## src/sv/mrs_pkg.sv

```systemverilog
// Shared types and constants of the Modbus RTU slave engine.
package mrs_pkg;

  localparam int unsigned FRAME_BYTES_DEF = 256;
  localparam int unsigned REG_DEPTH_DEF = 64;

  localparam int unsigned CFG_IDX_W = 1;
  localparam int unsigned CFG_DATA_W = 8;
  localparam logic [CFG_IDX_W-1:0] CFG_SLAVE_ADDRESS = 1'd0;
  localparam logic [CFG_IDX_W-1:0] CFG_REGISTER_COUNT = 1'd1;
  localparam logic [7:0] SLAVE_ADDRESS_RST = 8'd1;
  localparam logic [6:0] REGISTER_COUNT_RST = 7'd64;

  localparam logic [2:0] KIND_RX_BYTE = 3'd0;
  localparam logic [2:0] KIND_SILENCE = 3'd1;
  localparam logic [2:0] KIND_TX_READY = 3'd2;
  localparam logic [2:0] KIND_TX_DONE = 3'd3;
  localparam logic [2:0] KIND_HOST_WRITE = 3'd4;
  localparam logic [2:0] KIND_HOST_READ = 3'd5;

  localparam logic [7:0] FC_READ_HOLDING = 8'd3;
  localparam logic [7:0] FC_WRITE_MULTIPLE = 8'd16;
  localparam logic [7:0] EXC_FLAG = 8'h80;
  localparam logic [7:0] EXC_ILLEGAL_FUNCTION = 8'd1;
  localparam logic [7:0] EXC_ILLEGAL_ADDRESS = 8'd2;
  localparam logic [7:0] EXC_ILLEGAL_VALUE = 8'd3;
  localparam logic [7:0] BROADCAST_ADDRESS = 8'd0;

  localparam int unsigned MIN_FRAME = 4;
  localparam int unsigned HDR_BYTES = 7;
  localparam int unsigned READ_REQ_LEN = 8;
  localparam int unsigned WRITE_MIN_LEN = 10;
  localparam int unsigned WRITE_HDR_LEN = 9;
  localparam int unsigned WRITE_DATA_OFS = 7;
  localparam int unsigned SHORT_RSP_LEN = 3;
  localparam int unsigned READ_RSP_OVERHEAD = 5;
  localparam int unsigned WRITE_RSP_LEN = 6;
  localparam int unsigned FC_POS = 1;
  localparam int unsigned EXC_POS = 2;

  localparam logic [15:0] CRC_INIT = 16'hFFFF;
  localparam logic [15:0] CRC_POLY = 16'hA001;

  typedef enum logic [2:0] {
    PH_IDLE = 3'd0,
    PH_RECEIVE = 3'd1,
    PH_PARSE = 3'd2,
    PH_SEND = 3'd3,
    PH_SENT = 3'd4
  } phase_t;

  typedef enum logic [3:0] {
    S_IDLE,
    S_FETCH,
    S_EXEC,
    S_CRC,
    S_CHECK,
    S_EXC1,
    S_EXC2,
    S_R3_HDR,
    S_R3_LOOP,
    S_R3_WH,
    S_R3_WL,
    S_W_LOOP,
    S_W_HI,
    S_W_LO,
    S_TAIL1,
    S_TAIL2
  } seq_t;

endpackage

```

## src/sv/mrs_crc.sv

```systemverilog
// Shared CRC-16 accumulator that folds in one byte per cycle while feed is high.
module mrs_crc
  import mrs_pkg::*;
(
  input  logic        clk,
  input  logic        clear,
  input  logic        feed,
  input  logic [7:0]  data,
  output logic [15:0] crc
);

  logic [15:0] crc_next;

  always_comb begin
    crc_next = crc ^ {8'h00, data};
    for (int b = 0; b < 8; b++) begin
      crc_next = crc_next[0] ? ((crc_next >> 1) ^ CRC_POLY) : (crc_next >> 1);
    end
  end

  always_ff @(posedge clk) begin
    if (clear) begin
      crc <= CRC_INIT;
    end else if (feed) begin
      crc <= crc_next;
    end
  end

endmodule

```

## config.mk

```make
export PLATFORM = sky130hd
export DESIGN_NAME = mrs_crc
export DESIGN_NICKNAME = d
export VERILOG_FILES = /design/src/sv/mrs_pkg.sv /design/src/sv/mrs_crc.sv
export SDC_FILE = /design/constraint.sdc
export NUM_CORES = 1
export LEC_CHECK = 0
export BUFFER_PORTS_ARGS = -buffer_cell sky130_fd_sc_hd__buf_2
export CORE_UTILIZATION = 41
export DETAILED_ROUTE_END_ITERATION = 10
export PLACE_DENSITY_LB_ADDON = 0.12
export SLEW_MARGIN = 20
export SYNTH_ARGS = -nofsm -noshare
export SYNTH_HDL_FRONTEND = slang
export SYNTH_SLANG_ARGS = --single-unit
```

## constraint.sdc

```tcl
create_clock -name clk -period 2.2 [get_ports clk]
set_input_delay 0.11 -clock clk [delete_from_list [all_inputs] [get_ports clk]]
set_output_delay 0.11 -clock clk [all_outputs]
set_load 0.01 [all_outputs]
```

==> impl_metrics.xml <==
<?xml version="1.0" encoding="UTF-8"?>
<metrics>
  <group name="outcome">
    <metric name="outcome" unit="">complete, no violations</metric>
  </group>
  <group name="floorplan">
    <metric name="die_w" unit="um">46.7</metric>
    <metric name="ioPinCount" unit="">27</metric>
    <metric name="placeableCoreArea" unit="mm2">0.00180</metric>
    <metric name="initial_core_util" unit="%">45.6</metric>
    <metric name="die_area" unit="mm2">0.00218</metric>
    <metric name="floorplan.rows" unit="">15</metric>
    <metric name="die_h" unit="um">46.7</metric>
  </group>
  <group name="critical_path">
    <metric name="critical_path_peak_fanout" unit="">3</metric>
    <metric name="critPathMostFrequentCell" unit="">xnor3_1</metric>
    <metric name="cp-start-kind" unit="">register</metric>
    <metric name="path_delay_family" unit="">XOR/XNOR gates</metric>
    <metric name="critPathSlowestCell" unit="">xnor3_1</metric>
    <metric name="worst_ep_arrival_time" unit="ns">1.98</metric>
    <metric name="max_stage_delay" unit="ns">0.45</metric>
    <metric name="cells_along_the_critical_path" unit="">xor2_2, xnor3_1, xnor3_2, xnor3_1, o21ai_1</metric>
    <metric name="required" unit="ns">2.41</metric>
    <metric name="criticalPathCategory" unit="">register to register</metric>
    <metric name="critPathBufInv" unit="">0</metric>
    <metric name="worst_setup_path_end_kind" unit="">register</metric>
  </group>
  <group name="logic_synthesis">
    <metric name="synth.area.top_cells" unit="">dfxtp_1 (39%), xnor2_1 (14%), nand2_1 (6.9%)</metric>
    <metric name="mappedNetlistNets" unit="">97</metric>
    <metric name="mean_cell_area_of_the_mapped_netlist" unit="um2">9.54</metric>
    <metric name="syn_area" unit="um2">821</metric>
    <metric name="yosys_warnings" unit="">0</metric>
    <metric name="synth.largest_area_cell" unit="">dfxtp_1</metric>
    <metric name="synthDominantCellAreaShare" unit="%">39.0</metric>
    <metric name="synth.lib_cells_used.distinct" unit="">19</metric>
    <metric name="synth_seq_area_share" unit="%">39.0</metric>
    <metric name="yosys_reg_bits" unit="">16</metric>
    <metric name="synth_cells" unit="">86</metric>
  </group>
  <group name="run">
    <metric name="max_cap_violations" unit="">0</metric>
  </group>
  <group name="placed_design">
    <metric name="number_of_placed_instances_with_taps_included" unit="">129</metric>
    <metric name="io_buffer_count" unit="">26</metric>
    <metric name="placed_area" unit="um2">933</metric>
    <metric name="preCtsSetupSlack" unit="ns">0.433</metric>
    <metric name="hpwl" unit="um">1070</metric>
    <metric name="place.gp.congestion" unit="">0.748</metric>
  </group>
  <group name="final_layout">
    <metric name="largest_register" unit="">crc</metric>
    <metric name="fillerInstances" unit="">186</metric>
    <metric name="finish.utilization" unit="%">53.8</metric>
    <metric name="area_delta_synth_final" unit="%">18.1</metric>
    <metric name="largest_register_ffs" unit="">16</metric>
    <metric name="layout.cell_area.non_filler" unit="um2">970</metric>
    <metric name="top_regs" unit="">crc: 16 flops</metric>
    <metric name="layout.nets" unit="">120</metric>
    <metric name="diodes" unit="">0</metric>
    <metric name="stdcell_count" unit="">133</metric>
    <metric name="final_layout_size_suffix_gt1_share" unit="%">30.6</metric>
  </group>
  <group name="drt">
    <metric name="drt.antenna.violating_nets" unit="">0</metric>
    <metric name="routed_wl" unit="um">1450</metric>
    <metric name="drc_errors" unit="">0</metric>
    <metric name="num_vias" unit="">623</metric>
    <metric name="drt-initial-drc-count" unit="">2</metric>
    <metric name="route.detailed.wl_per_inst" unit="um">10.9</metric>
    <metric name="vias_per_instance" unit="">4.68</metric>
    <metric name="dr.pass1.iters" unit="">4</metric>
  </group>
  <group name="global_route">
    <metric name="grt_start_max_net_pins" unit="">21</metric>
    <metric name="grt.overflow.total" unit="">0</metric>
    <metric name="antenna_found_initial" unit="">0</metric>
    <metric name="global_route.usage.total" unit="%">15.2</metric>
    <metric name="grt_first_pass_wirelength" unit="um">2280</metric>
    <metric name="via_count_of_the_first_global_routing_pass" unit="">542</metric>
  </group>
  <group name="sta">
    <metric name="finalSetupTns" unit="ns">0</metric>
    <metric name="tightestPinTransition" unit="ns">0.425</metric>
    <metric name="finalHoldViolCount" unit="">0</metric>
    <metric name="min_period_over_period" unit="%">80.5</metric>
    <metric name="postLayoutSetupSlackWorst" unit="ns">0.428</metric>
    <metric name="skew" unit="ns">0.00180</metric>
    <metric name="finalWorstPathRequiredPeriod" unit="ns">1.77</metric>
    <metric name="slew_viol_final" unit="">0</metric>
    <metric name="report.final.setup_viol" unit="">0</metric>
    <metric name="final.hold.worst_slack" unit="ns">0.0827</metric>
    <metric name="timing.max_slew.rel_slack" unit="%">71.4</metric>
    <metric name="unrepaired_setup_endpoints_after_global_routing" unit="">no</metric>
    <metric name="max_clock_freq" unit="MHz">564</metric>
  </group>
  <group name="clock_network">
    <metric name="cts_max_path_buffers" unit="">2</metric>
    <metric name="clock_sinks" unit="">16</metric>
    <metric name="clock_latency" unit="ns">0.27</metric>
    <metric name="htree_num_levels" unit="">1</metric>
    <metric name="cts_post_setup_buffers_inserted" unit="">0</metric>
    <metric name="clkSlewWorstSetupHoldPaths" unit="ns">0.09</metric>
    <metric name="clk_root_buffer_cell" unit="">clkbuf_4</metric>
    <metric name="cts_repair_resize_count" unit="">0</metric>
    <metric name="cts_made_buffers" unit="">3</metric>
    <metric name="cts_tree" unit="">built</metric>
    <metric name="postCtsHoldBufs" unit="">0</metric>
  </group>
  <group name="power">
    <metric name="total_power_consumption_of_the_routed_design" unit="uW">994</metric>
    <metric name="power_density" unit="mW/mm2">1030</metric>
    <metric name="irDropWorstVdd" unit="mV">0.640</metric>
    <metric name="power.static_leakage" unit="nW">0.428</metric>
  </group>
  <group name="hold_path">
    <metric name="hp-class" unit="">input port to register</metric>
  </group>
</metrics>
==> per-layer routing <==
metal / track usage [%] / up-vias / part of all wire, %
li1: - / 318 / -
met4: 10.3 / 0 / 2.0
met5: 0 / - / 0
met3: 3.85 / 6 / 4.9
met1: 17.7 / 276 / 46
met2: 24.7 / 23 / 47
==> power by group <==
group	leakage (nW)	total (mW)	switching, mW	internal [mW]
combinational	0.275	0.420	0.192	0.227
sequential	0.132	0.385	0.0433	0.341
clock	0.0210	0.190	0.0893	0.100
==> logic make-up (layout without fill, tap and decap cells) <==
kind of cell	Yosys count	in the layout	share of synthesized area, %
muxes	5	5	6.10
xor gates and xnor gates	21	21	29.4
DFF	16	16	39.0
AOI/OAI and AO/OA	12	12	8.38
buffers and inverters	10	32	6.86
and+or+nand+nor	22	22	10.2
==> cells in the mapped netlist (all sizes together) <==
| master | count |
|---|---|
| a211o | 2 |
| a21oi | 1 |
| a31oi | 1 |
| buf | 5 |
| clkbuf | 3 |
| dfxtp | 16 |
| inv | 2 |
| mux2i | 5 |
| nand2 | 15 |
| nor2 | 6 |
| nor3 | 1 |
| o21ai | 8 |
| xnor2 | 14 |
| xnor3 | 3 |
| xor2 | 4 |
==> path summary, 6_finish.rpt <==
kind                 from  endpoint  slack [ns]  cells past startpoint
setup / recovery   crc[6]    crc[0]        0.43                      5
hold / removal      clear    crc[7]        0.08                      2
setup reg to reg   crc[6]    crc[0]        0.43                      5
hold reg to reg   crc[13]    crc[5]        0.51                      2
==> worst register-to-register path: stages (launching register included) <==
cell	delay, ns
dfxtp_1	0.40
xor2_2	0.24
xnor3_1	0.45
xnor3_2	0.27
xnor3_1	0.23
o21ai_1	0.13
==> placed cells by master (no fill, tap or decap), types with 2 or more instances in the layout <==
master	netlist	routed
nor2_1	6	6
xor2_1	3	3
inv_1	2	2
xnor2_1	13	13
buf_2	0	26
xnor3_1	2	2
a211o_1	2	2
mux2i_1	5	5
nand2_1	15	15
dfxtp_1	16	16
o21ai_0	7	7
clkbuf_4	0	3
==> final cells by class <==
type | count | area [um2] | area share (%)
clock buffer | 4 | 36.3 | 3.74
inverter | 2 | 7.51 | 0.774
multi-input combinational | 60 | 444 | 45.8
sequential | 16 | 320 | 33.0
tap | 25 | 31.3 | 3.23
timing repair buffer | 26 | 130 | 13.4
Power figures use the tool's default switching activity.
