### config.mk
export PLATFORM = sky130hd
export DESIGN_NAME = mrs_regfile
export DESIGN_NICKNAME = d
export VERILOG_FILES = /design/src/sv/mrs_regfile.sv
export SDC_FILE = /design/constraint.sdc
export NUM_CORES = 1
export LEC_CHECK = 0
export ABC_AREA = 0
export BUFFER_PORTS_ARGS = -buffer_cell sky130_fd_sc_hd__buf_4
export CORE_MARGIN = 3
export CORE_UTILIZATION = 65
export DETAILED_ROUTE_END_ITERATION = 12
export PLACE_DENSITY_LB_ADDON = 0.12
export SKIP_LAST_GASP = 1
export SLEW_MARGIN = 0
export SYNTH_ARGS = -nofsm -noshare
export SYNTH_HDL_FRONTEND = slang
export SYNTH_SLANG_ARGS = --single-unit
### constraint.sdc
create_clock -name clk -period 4.5 [get_ports clk]
set_input_delay 0.675 -clock clk [delete_from_list [all_inputs] [get_ports clk]]
set_output_delay 0.675 -clock clk [all_outputs]
set_load 0.005 [all_outputs]
### src/sv/mrs_regfile.sv
// Register file with per-entry valid bits that read as zero after reset.
module mrs_regfile #(
  parameter int unsigned DEPTH = 64,
  parameter int unsigned AWID = 6
) (
  input  logic            clk,
  input  logic            rst,
  input  logic            we,
  input  logic [AWID-1:0] waddr,
  input  logic [15:0]     wdata,
  input  logic            re,
  input  logic [AWID-1:0] raddr,
  output logic [15:0]     rdata
);

  logic [15:0]      mem [DEPTH];
  logic [DEPTH-1:0] valid;

  always_ff @(posedge clk) begin
    if (rst) begin
      valid <= '0;
    end else if (we) begin
      valid[waddr] <= 1'b1;
    end
  end

  always_ff @(posedge clk) begin
    if (we) begin
      mem[waddr] <= wdata;
    end
    if (re) begin
      rdata <= valid[raddr] ? mem[raddr] : 16'h0000;
    end
  end

endmodule

==> summary.md, run 1 <==
| Metric | Value |
|---|---|
| Status | finished clean |
| Slew @ Worst Pin | 1.15 ns |
| Clock buffer count from CTS | 105 |
| Worst Setup SP | raddr[0] |
| Share of layout cells above drive strength 1 | 0.260 |
| Syn Std Cell Area | 41800 um2 |
| Worst R2R Start | valid[8] |
| Drc violations | 0 |
| Max Root-Sink Buffers | 3 |
| Via count | 20700 |
| FF+latch count, synth | 1104 |
| Critical Path Source Type | input port |
| # fillers | 3531 |
| Synthesized netlist cell count | 1968 |
| WL met1 | 36900 um |
| Kind of critical path | input port to register |
| Max frequency | 0.325 GHz |
| Crit path max-delay cell type | mux4_2 |
| Die area | 67400 um2 |
| Setup WS pre-CTS | 0.753 ns |
| Number of buffers added on ports | 47 |
| CP Data Arrival Time | 3.44 ns |
| Hold_buf cts | 0 |
| Placed cells | 2837 |
| Final Hold Viols | 0 |
| Total gr overflow | 0 |
| Clk_lat worst skew | 0.66 ns |
| Leading cell type in the layout, fill and taps excluded | edfxtp_1 |
| Bufs and invs on worst path | 2 |
| Met2 wire len | 47200 um |
| Power Dens Cells | 443 nW/um2 |
| Worst Path Required | 4.87 ns |
| Resized cells post-CTS | 0 |
| Routed Antenna Nets | 0 |
| Die Width | 260 um |
| Worst min-delay path startpoint | re |
| Vias in the first global route | 20800 |
| Clock Tree Root | clkbuf_16 |
| H-tree depth | 3 |
| Mean post-synth cell area | 21.3 um2 |
| Worst VDD drop | 0.496 mV |
| Post-layout util | 0.738 |
| Layout area overhead | 11.8% |
| Post-Layout Cell Count | 3034 |
| Syn Nets | 2000 |
| GRT Overall Usage | 0.302 |
| RePlAce Congestion | 0.861 |
| Clk_skew | 0.0243 ns |
| DP Wirelength | 55900 um |
| Max Fanout on Critical Path | 63 |
| Drt pass-1 iters | 6 |
| Row Count | 92 |
| # nets final | 2130 |
| Core area | 63400 um2 |
| Multi-input logic area | 8780 um2 |
| Main synth FF type | edfxtp_1 |
| Via density | 6.81 |
| First-pass GRT wire length | 145000 um |
| Setup ws final | 1.42 ns |
| Setup Viol. Count Final | 0 |
| Number of flops mapped to enable cells by yosys | 1040 |
| Met3 WL | 10600 um |
| Sequential fraction of the synthesis area | 0.777 |
| Crit path max-delay family | buffers and inverters |
| CP max stage delay | 0.55 ns |
| Effective utilization at floorplan | 0.660 |
| Initial antenna violation count | 3 |
| Largest net degree at the start of global routing | 65 |
| WL/cell | 32.4 um |
| Clock sink count | 1104 |
| CP Capture Type | register |
| Critical path, cell by cell | buf_8 > buf_4 > mux4_2 > a22oi_1 > a21oi_1 > nor4_1 > nor3_1 |
| DRT Wirelength | 98300 um |
| Ports | 48 |
| Initial DRC count | 2654 |
| Max_cap viols | 0 |
| Post-layout instance area | 46800 um2 |
| Tmin final | 3.08 ns |
| Flip-flop and latch area | 32500 um2 |
| Die Height | 260 um |
| Slew Limit Fails | 0 |
| Slew margin rel. | 0.231 |
| TritonCTS clock tree | built |
| Setup tns final | 0 ns |
| Tightest Hold Check Type | input port to register |
| RSZ-0062 raised after global routing | false |
| Top Metal Used | met5 |
| Syn. warnings | 0 |
| Placed cell area | 43500 um2 |
| Commonest cells after routing, fill and taps aside | edfxtp_1 (1040), mux4_2 (268), nor2_1 (180) |
| Asr flop ratio synth | 0 |
| Synth unique cells | 37 |
| Leak Pwr | 14.7 nW |
| Reg clk slew, reported paths | 0.06 ns |
| Post-CTS setup buffers | 0 |
| Tcrit/Tclk final | 0.683 |
==> cell usage after synthesis, types with 2 or more instances <==
cell type	n	share of area
o311a_1	2	0.00048
nor3_1	20	0.0024
buf_1	3	0.00027
dfxtp_1	64	0.031
nand2b_1	6	0.00090
or2_0	2	0.00030
nand4_1	3	0.00045
a22oi_1	129	0.023
buf_2	41	0.0049
mux2i_1	9	0.0022
buf_4	13	0.0023
nand3b_1	2	0.00036
nand3_1	7	0.00084
nor2_1	187	0.017
inv_1	4	0.00036
mux4_2	268	0.14
nor4_1	16	0.0024
buf_6	10	0.0027
edfxtp_1	1040	0.75
and2_1	2	0.00030
clkbuf_1	43	0.0039
a21oi_1	64	0.0077
nand2_1	9	0.00081
nor2b_1	8	0.0012
o21ba_2	4	0.00096
==> logic make-up (layout without fill, tap and decap cells) <==
family / after synthesis / count (layout) / share of synthesized area
other cells: 0 / 4 / 0
simple gates: 264 / 264 / 0.0270
compound gates: 208 / 208 / 0.0348
mux: 278 / 278 / 0.147
buf+inv: 114 / 330 / 0.0144
flops: 1104 / 1104 / 0.777
==> registers in the layout, summed over array words and instances, names as in the netlist <==
register and count:
mem 1024, rdata 16, valid 64
==> per-stage QoR <==
stage	hold slack, ns	power (mW)
floorplan	0.435	12.1
global placement	0.443	12.5
detailed placement	0.458	12.5
CTS	0.383	20.8
global route	0.403	21.3
finish	0.420	20.7
==> layout make-up <==
class	count	share of cell area
tap	846	0.0226
timing repair buffer	133	0.0243
inverter	4	0.000321
multi-input combinational	750	0.188
clock inverter	62	0.0101
clock buffer	131	0.0598
sequential	1104	0.695
antenna	4	0.000214
==> worst paths after layout <==
| check | endpoint | depth (start not counted) | slack, ns |
|---|---|---|---|
| setup / recovery | rdata[4] | 7 | 1.42 |
| hold / removal | rdata[12] | 1 | 0.42 |
| setup reg to reg | rdata[12] | 6 | 1.89 |
| hold reg to reg | valid[28] | 2 | 0.47 |
==> power breakdown <==
| part | total (mW) | switching [mW] | internal [mW] |
|---|---|---|---|
| clock | 8.41 | 3.63 | 4.79 |
| sequential | 11.3 | 0.0263 | 11.3 |
| combinational | 0.989 | 0.637 | 0.352 |
| total | 20.7 | 4.29 | 16.4 |
==> metal layers <==
layer,vias up,global-route usage
met5,-,0
met4,2,0.102
met3,166,0.0677
met2,1186,0.465
met1,10800,0.441
li1,8470,-
==> worst register-to-register path, stage by stage, from the launching register on <==
cell and delay [ns]:
dfxtp_1 0.32, mux4_2 0.46, or2_0 0.27, a211oi_2 0.31, nor2_1 0.10, o21ai_2 0.71
nor3_1 0.16
No activity file was read; power rests on OpenSTA's default activity.
==> inputs of run 2 (changes only) <==
--- a/config.mk
+++ b/config.mk
@@ -8,7 +8,7 @@
 export ABC_AREA = 0
 export BUFFER_PORTS_ARGS = -buffer_cell sky130_fd_sc_hd__buf_4
 export CORE_MARGIN = 3
-export CORE_UTILIZATION = 65
+export CORE_UTILIZATION = 56
 export DETAILED_ROUTE_END_ITERATION = 12
 export PLACE_DENSITY_LB_ADDON = 0.12
 export SKIP_LAST_GASP = 1
==> constraint.sdc (replaced) <==
create_clock -name clk -period 2.8 [get_ports clk]
set_input_delay 0.42 -clock clk [delete_from_list [all_inputs] [get_ports clk]]
set_output_delay 0.42 -clock clk [all_outputs]
set_load 0.005 [all_outputs]
==> run 2 against run 1 <==
  * Flip-flop and latch count stayed put
  * Sequential share of layout area is 1.6 points lower
  * Utilization is 8.6 points lower
  * Critical path depth is 1 lower
  * Clock power is 65% higher
  * Register-to-register slack worse by 1.6 ns
  * Non-clock buffer count is 71 higher
  * Setup slack worse by 1.1 ns
  * Largest cell class unchanged
  * Highest routed layer unchanged
==> summary.md, run 2 (synthesized netlist as in run 1, its figures left out) <==
| Metric | Value |
|---|---|
| First-pass GRT wire length | 145000 um (about the same) |
| Post-layout util | 0.652 (was 0.738) |
| Slew margin rel. | 0.469 (was 0.231) |
| Initial antenna violation count | 9 (was 3) |
| Commonest cells after routing, fill and taps aside | edfxtp_1 (1040), mux4_2 (268), buf_4 (172) (was edfxtp_1 (1040), mux4_2 (268), nor2_1 (180)) |
| # nets final | 2204 (was 2130) |
| Critical path, cell by cell | mux4_2 > or2_0 > a211oi_2 > nor2_1 > o21ai_2 > nor3_1 (was buf_8 > buf_4 > mux4_2 > a22oi_1 > a21oi_1 > nor4_1 > nor3_1) |
| CP Capture Type | register (unchanged) |
| Row Count | 99 (was 92) |
| Leak Pwr | 15.2 nW (was 14.7 nW) |
| Tcrit/Tclk final | 0.895 |
| Die Height | 279 um (was 260 um) |
| DP Wirelength | 58800 um (was 55900 um) |
| Placed cells | 3021 (was 2837) |
| Post-CTS setup buffers | 0 (unchanged) |
| Critical Path Source Type | register (was input port) |
| Ports | 48 (unchanged) |
| # fillers | 4819 (was 3531) |
| Clock sink count | 1104 (unchanged) |
| Kind of critical path | register to register (was input port to register) |
| Via count | 20800 (was 20700) |
| Die area | 78000 um2 (was 67400 um2) |
| Post-layout instance area | 47900 um2 (was 46800 um2) |
| Resized cells post-CTS | 0 (unchanged) |
| Effective utilization at floorplan | 0.570 (was 0.660) |
| Register with the most flip-flops | mem (unchanged) |
| Max Fanout on Critical Path | 16 (was 63) |
| Clock Tree Root | clkbuf_16 (unchanged) |
| Max frequency | 0.399 GHz |
| Regs by FF count | mem (1024), valid (64), rdata (16) (unchanged) |
| Layout area overhead | 14.5% (was 11.8%) |
| TritonCTS clock tree | built (unchanged) |
| Hold_buf cts | 0 (unchanged) |
| Initial DRC count | 2497 (was 2654) |
| RSZ-0062 raised after global routing | false (unchanged) |
| Slew Limit Fails | 0 (unchanged) |
| Bufs and invs on worst path | 0 (was 2) |
| Crit path max-delay cell type | o21ai_2 (was mux4_2) |
| WL/cell | 30.7 um (was 32.4 um) |
| Tightest Hold Check Type | input port to register (unchanged) |
| H-tree depth | 3 (unchanged) |
| Max reg flops | 1024 (unchanged) |
| CP max stage delay | 0.55 ns (about the same) |
| Vias in the first global route | 20800 (about the same) |
| Clk_lat worst skew | 0.66 ns (about the same) |
| RePlAce Congestion | 0.858 (was 0.861) |
| Worst Path Required | 3.18 ns (was 4.87 ns) |
| Clock buffer count from CTS | 108 (was 105) |
| Slew @ Worst Pin | 0.797 ns (was 1.15 ns) |
| Drc violations | 0 (unchanged) |
| Via density | 6.44 (was 6.81) |
| Largest net degree at the start of global routing | 65 (unchanged) |
| Max Root-Sink Buffers | 3 (unchanged) |
| Placed cell area | 44500 um2 (was 43500 um2) |
| Die Width | 279 um (was 260 um) |
| Clk_skew | 0.0177 ns (was 0.0243 ns) |
| Setup Viol. Count Final | 0 (unchanged) |
| Max_cap viols | 0 (unchanged) |
| Status | finished clean (unchanged) |
| Final Hold Viols | 0 (unchanged) |
| Drt pass-1 iters | 5 (was 6) |
| Post-Layout Cell Count | 3229 (was 3034) |
| Power Dens Cells | 707 nW/um2 (was 443 nW/um2) |
| GRT Overall Usage | 0.260 (was 0.302) |
| Total gr overflow | 0 (unchanged) |
| Worst VDD drop | 0.562 mV (was 0.496 mV) |
| Multi-input logic area | 8800 um2 (was 8780 um2) |
| DRT Wirelength | 99200 um (was 98300 um) |
| Flip-flop and latch area | 32500 um2 (unchanged) |
| Tmin final | 2.51 ns |
| Core area | 73500 um2 (was 63400 um2) |
| CP Data Arrival Time | 2.88 ns (was 3.44 ns) |
| Reg clk slew, reported paths | 0.06 ns (about the same) |
| Crit path max-delay family | compound AO/OA/AOI/OAI gates (was buffers and inverters) |
| Share of layout cells above drive strength 1 | 0.294 (was 0.260) |
| Leading cell type in the layout, fill and taps excluded | edfxtp_1 (unchanged) |
| Number of buffers added on ports | 47 (unchanged) |
| Routed Antenna Nets | 0 (unchanged) |
[run 2: cell types whose count changed in the layout (fill, tap and decap cells not counted)]
cell	previous run	this run
buf_4	121	172
buf_12	10	30
clkinv_1	30	18
clkinv_2	18	29
nor2_1	180	171
nor2_2	6	15
clkbuf_1	21	26
clkbuf_8	3	7
clkbuf_16	107	109
clkinv_8	0	2
clkinv_4	0	1
diode_2	4	3
inv_8	1	0
[run 2: final timing paths]
path	endpoint	cells after the start	slack [ns]	start
setup reg to reg	rdata[4]	6	0.29	valid[12]
setup / recovery	rdata[4]	6	0.29	valid[12]
hold / removal	rdata[1]	1	0.16	re
hold reg to reg	valid[21]	2	0.47	valid[21]
[run 2: metal layers]
metal  GRT usage  part of all wire
met3      0.0533             0.086
met5           0           0.00067
met4      0.0800             0.033
met2       0.397              0.47
met1       0.388              0.41
[run 2: through the flow]
step	hold slack [ns]	setup slack, ns	power (mW)	TNS, ns
CTS	0.121	0.313	34.1	0
detailed placement	0.458	-0.110	20.3	-1.31
floorplan	0.435	0.309	19.4	0
finish	0.158	0.294	33.9	0
global placement	0.444	-0.125	20.3	-1.78
global route	0.132	0.189	34.9	0
[run 2: layout make-up]
class,instances,share of cell area
Clock inverter,63,0.0107
Clock buffer,142,0.0610
Timing Repair Buffer,204,0.0401
Multi-Input combinational cell,750,0.184
Inverter,4,0.000313
Antenna cell,3,0.000157
Sequential cell,1104,0.679
Tap cell,959,0.0251
[run 2: report_power, final]
part	switching, mW	leakage (nW)	internal, mW
Clock	5.95	1.70	7.99
Combinational	1.04	3.63	0.673
Sequential	0.0442	9.90	18.2
[run 2: worst reg2reg max path: cells and delay by family, from the launching register on]
family	cells	cell delay, ns
flip-flops	1	0.31
AO/OA/AOI/OAI	2	0.93
multiplexers	1	0.46
AND/OR/NAND/NOR	3	0.54
==> inputs of run 3 (changes only) <==
--- a/config.mk
+++ b/config.mk
@@ -7,7 +7,7 @@
 export LEC_CHECK = 0
 export ABC_AREA = 0
 export BUFFER_PORTS_ARGS = -buffer_cell sky130_fd_sc_hd__buf_4
-export CORE_MARGIN = 3
+export CORE_MARGIN = 2
 export CORE_UTILIZATION = 56
 export DETAILED_ROUTE_END_ITERATION = 12
 export PLACE_DENSITY_LB_ADDON = 0.12
==> constraint.sdc (replaced) <==
create_clock -name clk -period 2.8 [get_ports clk]
set_input_delay 0.28 -clock clk [delete_from_list [all_inputs] [get_ports clk]]
set_output_delay 0.28 -clock clk [all_outputs]
set_load 0.005 [all_outputs]
==> run 3 against run 2 <==
  * First-iteration DRC count down 2.8%
  * Largest power group unchanged
  * Register-to-register slack worse by 0.02 ns
  * Clock skew up 0.0058 ns
  * Critical endpoint is now rdata[9]
  * Setup slack worse by 0.017 ns
  * Flip-flop and latch count unchanged
  * Count of clock-buffer cells in the layout down 5
  * Sequential power about the same
==> summary.md, run 3 (synthesized netlist as in run 1, its figures left out) <==
| Metric | Value |
|---|---|
| Initial DRC count | 2428 (was 2497) |
| H-tree depth | 3 (unchanged) |
| Die Width | 277 um (was 279 um) |
| Slew margin rel. | 0.476 (was 0.469) |
| Leading cell type in the layout, fill and taps excluded | edfxtp_1 (unchanged) |
| Clock buffer count from CTS | 109 (was 108) |
| CP Data Arrival Time | 2.91 ns (was 2.88 ns) |
| Clk_lat worst skew | 0.67 ns (was 0.66 ns) |
| GRT Overall Usage | 0.264 (was 0.260) |
| Max reg flops | 1024 (unchanged) |
| Placed cell area | 44100 um2 (was 44500 um2) |
| Tcrit/Tclk final | 0.901 (was 0.895) |
| Multi-input logic area | 8800 um2 (about the same) |
| TritonCTS clock tree | built (unchanged) |
| Worst R2R Start | valid[37] (was valid[12]) |
| Setup Viol. Count Final | 0 (unchanged) |
| # nets final | 2173 (was 2204) |
| # fillers | 4941 (was 4819) |
| Largest net degree at the start of global routing | 65 (unchanged) |
| Initial antenna violation count | 3 (was 9) |
| WL/cell | 31.0 um (was 30.7 um) |
| Slew Limit Fails | 0 (unchanged) |
| Clock Tree Root | clkbuf_16 (unchanged) |
| Kind of critical path | register to register (unchanged) |
| Worst Hold Depth | 2 (was 1) |
| Reg2Reg Setup Slack | 0.28 ns (was 0.29 ns) |
| Final Hold Viols | 0 (unchanged) |
| Total gr overflow | 0 (unchanged) |
| Share of layout cells above drive strength 1 | 0.279 (was 0.294) |
| DP Wirelength | 58000 um (was 58800 um) |
| Tightest Hold Check Type | input port to register (unchanged) |
| Worst VDD drop | 0.660 mV (was 0.562 mV) |
| Clock sink count | 1104 (unchanged) |
| Slew @ Worst Pin | 0.786 ns (was 0.797 ns) |
| Ports | 48 (unchanged) |
| Endpoint, Worst Hold | valid[58] (was rdata[1]) |
| Status | finished clean (unchanged) |
| Number of buffers added on ports | 47 (unchanged) |
| Vias in the first global route | 20800 (about the same) |
| Regs by FF count | mem (1024), valid (64), rdata (16) (unchanged) |
| R2R Path End | rdata[9] (was rdata[4]) |
| RePlAce Congestion | 0.907 (was 0.858) |
| Die area | 76900 um2 (was 78000 um2) |
| Register with the most flip-flops | mem (unchanged) |
| Via count | 20700 (was 20800) |
| Routed Antenna Nets | 0 (unchanged) |
| Post-CTS setup buffers | 0 (unchanged) |
| Post-layout util | 0.641 (was 0.652) |
| Tmin final | 2.52 ns (was 2.51 ns) |
| Critical Path Source Type | register (unchanged) |
| RSZ-0062 raised after global routing | false (unchanged) |
| Worst Path Required | 3.18 ns (about the same) |
| Layout area overhead | 13.7% (was 14.5%) |
| Setup WS pre-CTS | -0.0353 ns (was -0.110 ns) |
| Drt pass-1 iters | 6 (was 5) |
| Reg2Reg Depth | 6 (unchanged) |
| Flip-flop and latch area | 32500 um2 (unchanged) |
| Row Count | 100 (was 99) |
| Leak Pwr | 15.0 nW (was 15.2 nW) |
| Max_cap viols | 0 (unchanged) |
| Effective utilization at floorplan | 0.564 (was 0.570) |
| Die Height | 277 um (was 279 um) |
| Power Dens Cells | 710 nW/um2 (was 707 nW/um2) |
| Max frequency | 0.396 GHz (was 0.399 GHz) |
| Commonest cells after routing, fill and taps aside | edfxtp_1 (1040), mux4_2 (268), nor2_1 (173) (was edfxtp_1 (1040), mux4_2 (268), buf_4 (172)) |
| Worst min-delay path startpoint | rst (was re) |
| Clk_skew | 0.0235 ns (was 0.0177 ns) |
| Reg clk slew, reported paths | 0.06 ns (about the same) |
| Core area | 74200 um2 (was 73500 um2) |
| CP Capture Type | register (unchanged) |
| Via density | 6.46 (was 6.44) |
| Max Root-Sink Buffers | 3 (unchanged) |
| First-pass GRT wire length | 144000 um (was 145000 um) |
| Post-layout instance area | 47500 um2 (was 47900 um2) |
| Setup ws final | 0.277 ns (was 0.294 ns) |
| DRT Wirelength | 99200 um (about the same) |
| Drc violations | 0 (unchanged) |
| Max Fanout on Critical Path | 16 (unchanged) |
==> run 3: cell count changes in the layout (fill, tap and decap cells not counted), moves of 2 or more <==
| cell | delta |
|---|---|
| buf_4 | -26 |
| clkinv_2 | -4 |
| clkinv_1 | +4 |
| nor2_1 | +2 |
| nor2_2 | -2 |
| clkbuf_8 | -7 |
| clkbuf_16 | +2 |
| buf_12 | -7 |
==> run 3: how the worst max path moves through the flow <==
stage,end,from,slack [ns],cells past startpoint
6_report,rdata[9],valid[37],0.28,6
5_1_grt,rdata[15],valid[12],0.22,6
4_1_cts,rdata[9],valid[37],0.34,6
3_5_place_dp,rdata[0],raddr[0],-0.04,8
3_3_place_gp,rdata[14],raddr[0],-0.04,8
2_1_floorplan,mem[48][0],we,0.45,3
==> run 3: critical path, stage by stage (launching register included) <==
cell,delay [ns]
dfxtp_1,0.32
mux4_2,0.48
or2_0,0.22
a311oi_1,0.44
nor2_1,0.15
a41oi_4,0.51
nor3_1,0.13
==> run 3: per-stage QoR <==
step	setup TNS, ns	power [mW]	cells	hold WS, ns
2_1_floorplan	0	19.4	1968	0.379
3_3_place_gp	-0.0953	20.2	2998	0.443
3_5_place_dp	-0.116	20.2	2998	0.458
4_1_cts	0	34.0	3199	0.114
5_1_grt	0	34.7	3199	0.158
6_report	0	33.8	3203	0.145
==> run 3: final cells by class <==
class                      count  share of cell area
multi-input combinational    750               0.185
sequential                  1104               0.684
tap                          969              0.0255
clock inverter                63              0.0111
antenna                        4            0.000211
inverter                       4            0.000316
timing repair buffer         172              0.0336
clock buffer                 137              0.0605
==> run 3: what timing repair did <==
| item | CTS | global route |
|---|---|---|
| hold buffers | 1 | 0 |
| resized for setup | 0 | 0 |
| hold endpoints to repair | 16 | 0 |
==> run 3: routing by layer <==
layer,track usage,part of all wire,vias to the layer above
met5,0,0.00010,-
met4,0.0994,0.037,2
met3,0.0462,0.083,175
met2,0.410,0.48,980
met1,0.381,0.40,11000
li1,-,-,8568
==> run 3: where the power goes <==
part           switching [mW]  internal, mW  total [mW]
Clock                    5.91          7.98        13.9
Sequential             0.0488          18.2        18.2
Combinational            1.03         0.621        1.65
